--- src/lru_page_replacement_unit_assert.svh ---
// assertion macros for the lru page replacement unit
// expects clk and rst_n in the scope where the macros are used
`ifndef LRU_PAGE_REPLACEMENT_UNIT_ASSERT_SVH
`define LRU_PAGE_REPLACEMENT_UNIT_ASSERT_SVH

// same-cycle implication
`define LRU_ASSERT_IMP(label, ante, cons, msg) \
  label: assert property (@(posedge clk) disable iff (!rst_n) (ante) |-> (cons)) \
    else $error(msg);

// next-cycle implication
`define LRU_ASSERT_NXT(label, ante, cons, msg) \
  label: assert property (@(posedge clk) disable iff (!rst_n) (ante) |=> (cons)) \
    else $error(msg);

`endif

--- src/lru_pr_pkg.sv ---
// shared constants, types and helpers for the lru page replacement unit
// no dependencies
package lru_pr_pkg;

  localparam int MAX_FRAMES = 16;
  localparam int PAGE_W     = 10;
  localparam int CNT_W      = 5;

  localparam logic [CNT_W-1:0] FRAME_COUNT_RST = CNT_W'(4);

  // broadcast to every cell of the stack
  typedef struct packed {
    logic              load;
    logic [PAGE_W-1:0] page;
  } cell_ctl_t;

  // frames actually usable for a programmed frame count
  function automatic logic [CNT_W-1:0] cap_of(input logic [CNT_W-1:0] fc);
    logic [CNT_W-1:0] c;
    c = fc;
    if (fc == '0) c = CNT_W'(1);
    else if (fc > CNT_W'(MAX_FRAMES)) c = CNT_W'(MAX_FRAMES);
    return c;
  endfunction

endpackage

--- src/lru_page_replacement_unit.sv ---
// top level of the lru page replacement unit: chain of stack cells plus
// fill count, frame count register and result registers; uses lru_pr_pkg,
// lru_pr_cell and lru_page_replacement_unit_assert.svh
//
//   port group   direction  handshake                 payload
//   request      in         start && !busy            in_page_number
//   result       out        out_valid (one cycle)     out_hit, out_evicted_valid,
//                                                     out_evicted_page
//   config       in         cfg_we                    cfg_wdata
//
// one request per cycle: the cell compare, the match chain and the shift all
// settle in the cycle the request is taken, so busy stays low
// the result is registered and shows in the cycle after the request is taken
// synchronous active-low reset empties the stack and sets frame count to 4
// writing the frame count empties the stack without reporting evictions
// the receiver cannot stall
module lru_page_replacement_unit
  import lru_pr_pkg::*;
(
  input  logic              clk,
  input  logic              rst_n,
  input  logic              start,
  output logic              busy,
  input  logic [PAGE_W-1:0] in_page_number,
  input  logic              cfg_we,
  input  logic [CNT_W-1:0]  cfg_wdata,
  output logic              out_valid,
  output logic              out_hit,
  output logic              out_evicted_valid,
  output logic [PAGE_W-1:0] out_evicted_page
);

  logic [CNT_W-1:0]  frame_count_r, frame_count_nxt;
  logic [CNT_W-1:0]  used_r, used_nxt;
  logic              out_valid_r, out_valid_nxt;
  logic              out_hit_r, out_hit_nxt;
  logic              out_ev_valid_r, out_ev_valid_nxt;
  logic [PAGE_W-1:0] out_ev_page_r, out_ev_page_nxt;

  logic              accept;
  logic [CNT_W-1:0]  cap;
  logic              full;
  logic              hit;
  logic              evict;
  logic [CNT_W-1:0]  limit;
  cell_ctl_t         ctl;

  logic [MAX_FRAMES:0]   prior;
  logic [PAGE_W-1:0]     pages  [MAX_FRAMES];
  logic [PAGE_W-1:0]     ev_pg  [MAX_FRAMES];
  logic [PAGE_W-1:0]     ev_or  [MAX_FRAMES+1];

  assign busy   = 1'b0;
  assign accept = start && !busy;
  assign cap    = cap_of(frame_count_r);
  assign full   = (used_r == cap);
  assign hit    = prior[MAX_FRAMES];
  assign evict  = !hit && full;
  // deepest cell that shifts on a miss
  assign limit  = full ? used_r - CNT_W'(1) : used_r;

  assign ctl.load = accept;
  assign ctl.page = in_page_number;

  assign prior[0] = 1'b0;
  assign ev_or[0] = '0;

  for (genvar k = 0; k < MAX_FRAMES; k++) begin : g_cell
    logic [PAGE_W-1:0] up;
    logic              shift_en;
    logic              valid;
    logic              ev_sel;

    if (k == 0) begin : g_head
      assign up = in_page_number;
    end else begin : g_body
      assign up = pages[k-1];
    end

    assign valid    = CNT_W'(k) < used_r;
    // on a hit shift down to the matching cell, on a miss down to the limit
    assign shift_en = hit ? !prior[k] : (CNT_W'(k) <= limit);
    assign ev_sel   = evict && (CNT_W'(k) == used_r - CNT_W'(1));

    lru_pr_cell u_cell (
      .clk      (clk),
      .ctl      (ctl),
      .up_page  (up),
      .valid    (valid),
      .shift_en (shift_en),
      .ev_sel   (ev_sel),
      .prior_in (prior[k]),
      .prior_out(prior[k+1]),
      .page     (pages[k]),
      .ev_page  (ev_pg[k])
    );

    assign ev_or[k+1] = ev_or[k] | ev_pg[k];
  end

  always_comb begin
    frame_count_nxt = frame_count_r;
    used_nxt        = used_r;
    if (accept && !hit && !full) used_nxt = used_r + CNT_W'(1);
    if (cfg_we) begin
      frame_count_nxt = cfg_wdata;
      used_nxt        = '0;
    end
  end

  always_comb begin
    out_valid_nxt    = accept;
    out_hit_nxt      = out_hit_r;
    out_ev_valid_nxt = out_ev_valid_r;
    out_ev_page_nxt  = out_ev_page_r;
    if (accept) begin
      out_hit_nxt      = hit;
      out_ev_valid_nxt = evict;
      out_ev_page_nxt  = ev_or[MAX_FRAMES];
    end
  end

  always_ff @(posedge clk) begin
    if (!rst_n) begin
      frame_count_r <= FRAME_COUNT_RST;
      used_r        <= '0;
      out_valid_r   <= 1'b0;
    end else begin
      frame_count_r <= frame_count_nxt;
      used_r        <= used_nxt;
      out_valid_r   <= out_valid_nxt;
    end
  end

  always_ff @(posedge clk) begin
    out_hit_r      <= out_hit_nxt;
    out_ev_valid_r <= out_ev_valid_nxt;
    out_ev_page_r  <= out_ev_page_nxt;
  end

  assign out_valid         = out_valid_r;
  assign out_hit           = out_hit_r;
  assign out_evicted_valid = out_ev_valid_r;
  assign out_evicted_page  = out_ev_page_r;

`include "lru_page_replacement_unit_assert.svh"

  `LRU_ASSERT_NXT(a_strobe, accept, out_valid, "request did not produce a result")
  `LRU_ASSERT_IMP(a_evict_miss, out_valid && out_evicted_valid, !out_hit, "eviction on a hit")
  `LRU_ASSERT_IMP(a_used_bound, 1'b1, used_r <= cap, "fill count above usable frames")
  `LRU_ASSERT_NXT(a_cfg_flush, cfg_we, used_r == '0, "frame count write did not flush")

endmodule

--- src/lru_pr_cell.sv ---
// one entry of the recency stack: holds a page, compares it to the request
// and takes its neighbor's page when the stack shifts; uses lru_pr_pkg
module lru_pr_cell
  import lru_pr_pkg::*;
(
  input  logic              clk,
  input  cell_ctl_t         ctl,
  input  logic [PAGE_W-1:0] up_page,
  input  logic              valid,
  input  logic              shift_en,
  input  logic              ev_sel,
  input  logic              prior_in,
  output logic              prior_out,
  output logic [PAGE_W-1:0] page,
  output logic [PAGE_W-1:0] ev_page
);

  logic [PAGE_W-1:0] page_r;
  logic [PAGE_W-1:0] page_nxt;
  logic              match;

  assign match     = valid && (page_r == ctl.page);
  assign prior_out = prior_in | match;
  assign page      = page_r;
  assign ev_page   = ev_sel ? page_r : '0;

  always_comb begin
    page_nxt = page_r;
    if (ctl.load && shift_en) page_nxt = up_page;
  end

  always_ff @(posedge clk) begin
    page_r <= page_nxt;
  end

endmodule

--- config.mk ---
export PLATFORM = sky130hd
export DESIGN_NAME = lru_page_replacement_unit
export DESIGN_NICKNAME = d
export VERILOG_FILES = /design/src/lru_pr_pkg.sv /design/src/lru_page_replacement_unit.sv /design/src/lru_pr_cell.sv
export VERILOG_INCLUDE_DIRS = /design/src /design/src/src
export SDC_FILE = /design/constraint.sdc
export NUM_CORES = 1
export LEC_CHECK = 0
export BUFFER_PORTS_ARGS = -buffer_cell sky130_fd_sc_hd__buf_2
export CELL_PAD_IN_SITES_DETAIL_PLACEMENT = 1
export CELL_PAD_IN_SITES_GLOBAL_PLACEMENT = 1
export CORE_UTILIZATION = 48
export CTS_BUF_LIST = sky130_fd_sc_hd__clkbuf_2
export CTS_CLUSTER_DIAMETER = 100
export DETAILED_ROUTE_END_ITERATION = 8
export GPL_TIMING_DRIVEN = 0
export MAX_ROUTING_LAYER = met4
export PLACE_DENSITY_LB_ADDON = 0.1
export SYNTH_ARGS = -nofsm -noshare
export SYNTH_HDL_FRONTEND = slang
export SYNTH_SLANG_ARGS = --single-unit
export TNS_END_PERCENT = 100
--- constraint.sdc ---
create_clock -name clk -period 3.53 [get_ports clk]
set_clock_uncertainty 0.05 [all_clocks]
set_input_delay 0.353 -clock clk [delete_from_list [all_inputs] [get_ports clk]]
set_output_delay 0.353 -clock clk [all_outputs]
set_load 0.005 [all_outputs]
; ---- Word-level counts from Yosys, hierarchy flattened
; Index checks and enable logic that the tools add are counted.
[word_totals]
ff_bits = 183
in_bits = 19
elab_cells = 226
[op_classes]
add_sub_neg = 2
n_lt_le_gt_ge = 33
n_eq_ne = 32
n_mux = 35
n_bitwise = 31
n_reduce_logical = 71
[op_table]
columns = op, n
row1 = == test 10 bit, 16
row2 = two-way mux 10 bit, 16
row3 = bitwise OR 10 bit, 15
row4 = logical AND 1 bit, 51
row5 = == test 4 x 5 -> 1 bit (first input constant), 8
row6 = <= comparator 4 x 5 -> 1 bit (first input constant), 8
row7 = less-than comparator 4 x 5 -> 1 bit (first input constant), 8
row8 = == test 3 x 5 -> 1 bit (first input constant), 4
row9 = <= comparator 3 x 5 -> 1 bit (first input constant), 4
row10 = less-than comparator 3 x 5 -> 1 bit (first input constant), 4
row11 = logical NOT 1 bit, 17
row12 = two-way mux 1 bit, 16
row13 = two-way mux 5 bit, 3
row14 = bitwise OR 1 bit, 15
row15 = == test 2 x 5 -> 1 bit (first input constant), 2
row16 = <= comparator 1 x 5 -> 1 bit (first input constant), 2
row17 = <= comparator 2 x 5 -> 1 bit (first input constant), 2
row18 = logical NOT 5 bit, 2
row19 = less-than comparator 1 x 5 -> 1 bit (first input constant), 2
row20 = less-than comparator 2 x 5 -> 1 bit (first input constant), 2
row21 = adder 5 x 1 -> 5 bit (second input constant), 1
row22 = == test 1 x 5 -> 1 bit (first input constant), 1
row23 = == test 5 bit, 1
row24 = greater-than comparator 5 bit (second input constant), 1
row25 = 3 further kinds, 3

; ---- Depth between registers and ports, before layout
[depth]
word_depth = 36
mapped_depth = 12

; ---- Cells and area by module
; A second synthesis with hierarchy kept.
[hier_totals]
hier_cells = 826
hier_area_um2 = 9853.2
[by_module_without_submodules]
columns = module, n_inst, cells_per_inst, area_each_um2, seq_area_each_um2
row1 = lru_pr_cell, 16, 36, 486.7, 300.3
row2 = lru_page_replacement_unit, 1, 250, 2065.7, 580.6

; ---- Worst setup path before layout
; No wires, ideal clock.
[synth_path]
path_kind = input-to-reg
start = input in_page_number[8]
end = register g_cell[5].u_cell.page_r[0], enable pin
t_arrival_ns = 2.951
slack_ns = 0.135
path_stages = 11
path_cell_list = buf_4 > xnor2_1 > nand4_1 > or3_4 > and4b_1 > buf_4 > and3_1 > buf_4 > nand3_1 > nor2_1 > a211oi_1
[synth_via]
elab_chain_len = 19
elab_cells_between_ends = 50
classes_between = eq/ne: 16 / mux: 1 / bitwise: 15 / reduce/logical: 18
[synth_lines]
columns = element, line
row1 = start: declaration, lru_page_replacement_unit.sv:24  ; input logic [PAGE_W-1:0] in_page_number,
row2 = == test 10 bit, lru_pr_cell.sv:22  ; assign match = valid && (page_r == ctl.page);
row3 = logical AND 1 bit, lru_pr_cell.sv:22
row4 = bitwise OR 1 bit (15 in series), lru_pr_cell.sv:23  ; assign prior_out = prior_in | match;
row5 = two-way mux 1 bit (*), lru_page_replacement_unit.sv:82  ; assign shift_en = hit ? !prior[k] : (CNT_W'(k) <= limit);
row6 = logical AND 1 bit (*), lru_pr_cell.sv:29  ; if (ctl.load && shift_en) page_nxt = up_page;
row7 = end signal: assignment, lru_pr_cell.sv:33  ; page_r <= page_nxt;
row8 = end: declaration, lru_pr_cell.sv:18  ; logic [PAGE_W-1:0] page_r;
; Mark *: on every way between the ends. The rest lies on a longest branch, timed or not.
; A chain may end at the register's enable or synchronous reset.

; ---- Worst setup path after layout
[layout_path]
start = register used_r[4]
end = register g_cell[1].u_cell.page_r[3], enable pin
[layout_via]
elab_chain_len = 19
elab_cells_between_ends = 54
classes_between = add/sub: 1 / order compare: 17 / eq/ne: 1 / mux: 2 / bitwise: 15 / reduce/logical: 18
[layout_lines]
columns = element, line
row1 = start: declaration, lru_page_replacement_unit.sv:34  ; logic [CNT_W-1:0] used_r, used_nxt;
row2 = start signal: assignment, lru_page_replacement_unit.sv:130  ; used_r <= used_nxt;
row3 = less-than comparator 1 x 5 -> 1 bit, lru_page_replacement_unit.sv:80  ; assign valid = CNT_W'(k) < used_r;
row4 = logical AND 1 bit, lru_pr_cell.sv:22
row5 = bitwise OR 1 bit (15 in series), lru_pr_cell.sv:23
row6 = two-way mux 1 bit (*), lru_page_replacement_unit.sv:82
row7 = logical AND 1 bit (*), lru_pr_cell.sv:29
row8 = end signal: assignment, lru_pr_cell.sv:33
row9 = end: declaration, lru_pr_cell.sv:18
; Marks and branches as above.

==> results.toml <==
[run_status]
status = "complete, no violations"

[logic_synthesis]
synth_top_area_frac = 0.510
synth_top_area_cell = "edfxtp_1"
synth.area.top_cells = "edfxtp_1, xnor2_1, xor2_1"
ys_seq_elements = 183
synthesis.nets = 875
syn_area_um2 = 10100
synth.distinct_cells = 67
synth_common_cells = "edfxtp_1, xnor2_1, nand2_1"
ys_seq_area_frac = 0.531
ys_warn_count = 0
synthArstFlopShare = 0
synth_cells = 850
avgSynthCellArea_um2 = 11.9
synthFlopType = "edfxtp_1"
synth-edff-count = 172
synth_most_common_cell = "edfxtp_1"

[clock_network]
cts_tree = "done"
cts-root-buf = "clkbuf_2"
clock_path_buffers = 2
clk_latency_ps = 800
clock_sinks = 183
htree_levels = 4
clk_pin_slew_ps = 280
cts_buffers = 17

[routing]
wl_met2_mm = 18.4
drt_iter0_drc = 971
antenna_left = 0
drt-pass1-iter-count = 5
drc = 0
met3_length_mm = 4.07
drt-total-wl_mm = 39.4
top_layer = "met4"
post_drt_via_cell_ratio = 6.56
drt-met1-wl_mm = 15.4
wl_per_cell_um = 31.8
vias = 8117

[worst_setup_path]
cp_slowest_cell = "o41a_2"
worst-path-buf-inv = 1
worstSetupStartpoint = "used_r[4]"
r2r.worst_path.cells = 8
cp-end-kind = "flop"
crit_type = "flop to flop"
path_cells = "clkbuf_4 -> nor2b_1 -> nand2_1 -> nand4_1 -> o311a_1 -> and4bb_2 -> nand3_1 -> o41a_2"
crit_path_max_incr_delay_ps = 690
crit_family = "simple AND/OR/NAND/NOR gates"
crit_arrival_ps = 3950
cp_data_required_time_ps = 3980
setup.worst_path.start_class = "flop"
worst-path-stages = 8
path_max_fanout = 10
r2r_start = "used_r[4]"

[grt]
grt_max_degree = 19
grt_pass1_vias = 8241
track_usage = 0.381
antenna_found_initial = 4
grt_first_pass_wirelength_mm = 56.2
grt_overflow = 0

[layout]
stdcell_area_um2 = 11900
drive_above_1_share = 0.202
areaGrowthSynthToFinish_pct = 17.9
multi_input_area_um2 = 4680
final_util = 0.583
seq_area_um2 = 5390
num-fill-cells = 2125
nets = 976

[placed_design]
place.gp.congestion = 0.992
postPlaceCellArea_um2 = 10600
port_buffers = 30
hpwl_mm = 29.3

[timing]
slew_headroom = 0.491
rsz0062_at_grt = "true"
period_share = 0.992
report.final.slew_viol_count = 0
hold_viol = 0
final-setup-viol-count = 0
finalSetupTns_ps = 0
clock.fmax_mhz = 286
final.min_clock_period_ps = 3500
worst_pin_slew_ps = 761

[power]
p_comb_frac = 0.142
p_int_mw = 3.36
p_sw_frac = 0.277
ir_drop_uv = 222
p_switching_mw = 1.29
p_seq_frac = 0.553
leakagePower_nw = 3.93
p_clk_frac = 0.305
pwr_density_cell_nw_per_um2 = 389

[hold_path]
holdCritStartpoint = "cfg_we"
holdPathStages = 3
hold_path.class = "primary input to flop"

[floorplanning]
die-area_um2 = 21700
ioPinCount = 33
core-area_um2 = 20500
start_util = 0.494
fp.dieW_um = 147
rows = 52
die_y_um = 147

[run]
cap_violations = 0
## per-layer routing
| metal | global-route usage | up-vias |
|---|---|---|
| met1 | 0.479 | 4121 |
| met2 | 0.596 | 487 |
| met4 | 0.137 | 0 |
| met5 | - | - |
| li1 | - | 3416 |
| met3 | 0.0966 | 93 |
## power by group through the flow
stage	Sequential [mW]	Combinational [mW]	Clock, mW
floorplan	2.57	0.365	0
global placement	2.61	0.510	0
detailed placement	2.61	0.530	0
CTS	2.57	0.603	1.42
global route	2.57	0.693	1.49
finish	2.57	0.662	1.42
## path summary, 6_finish.rpt
path	endpoint	slack (ps)
max	g_cell[1].u_cell.page[3]	30
min	used_r[0]	110
max reg2reg	g_cell[1].u_cell.page[3]	30
min reg2reg	g_cell[1].u_cell.page[7]	450
## logic make-up after synthesis
kind of cell | share of synthesized area
xor gates and xnor gates | 0.151
muxes | 0.0291
other | 0.000370
AOI/OAI and AO/OA | 0.0861
buffers and inverters | 0.0406
DFF | 0.531
adders and majority gates | 0.00741
and+or+nand+nor | 0.154
## per-stage QoR
step	hold slack (ps)	std cells	worst slack, ps	power [mW]
after floorplan	365	850	135	2.93
after global placement	433	1150	-1160	3.12
after detailed placement	439	1150	-897	3.14
after CTS	25.1	1219	-4.23	4.59
after global routing	101	1237	-64.3	4.76
final	110	1237	28.2	4.65
## area by class of cell
cell class / count / share of cell area
multi-input combinational: 600 / 0.392
timing repair buffer: 83 / 0.0637
clock buffer: 18 / 0.00754
buffer: 51 / 0.0308
inverter: 15 / 0.00503
tap: 270 / 0.0283
antenna: 3 / 0.000629
clock inverter: 14 / 0.0202
sequential: 183 / 0.451
## timing repair
item	4_1_cts	5_1_grt
setup endpoints to repair	160	161
pin swaps	11	7
setup buffers	14	14
resized for setup	43	36
endpoints found under the hold margin	21	4
hold buffers	24	1
## cells in the final DEF (no fill, tap or decap), types with 6 or more instances in the layout
master / n
a21oi_4: 6
xor2_1: 57
a21oi_1: 14
nand3_1: 29
clkbuf_1: 13
nor3_1: 19
o21ai_0: 10
and3_1: 6
nor4_1: 25
dlygate4sd3_1: 25
bufinv_16: 6
nand2_1: 79
a211oi_1: 7
nand4_1: 48
buf_6: 13
a22oi_1: 19
xnor2_1: 114
buf_2: 32
mux2i_1: 7
and2_1: 9
inv_1: 13
a22o_1: 21
nor2b_1: 7
buf_12: 12
edfxtp_1: 172
clkbuf_2: 22
buf_4: 32
dfxtp_1: 8
nor2_1: 19
mux4_2: 10
## tightest hold or removal path: stages
cell	delay (ps)
clkbuf_1	210
nand2b_1	250
nor2_1	110
## state kept, by name (all words and copies together), names as in the netlist
signal / flops
out_evicted_valid: 1
g_cell.u_cell.page: 160
out_valid: 1
out_evicted_page: 10
out_hit: 1
frame_count_r: 5
used_r: 5
No activity file was read; power rests on OpenSTA's default activity.
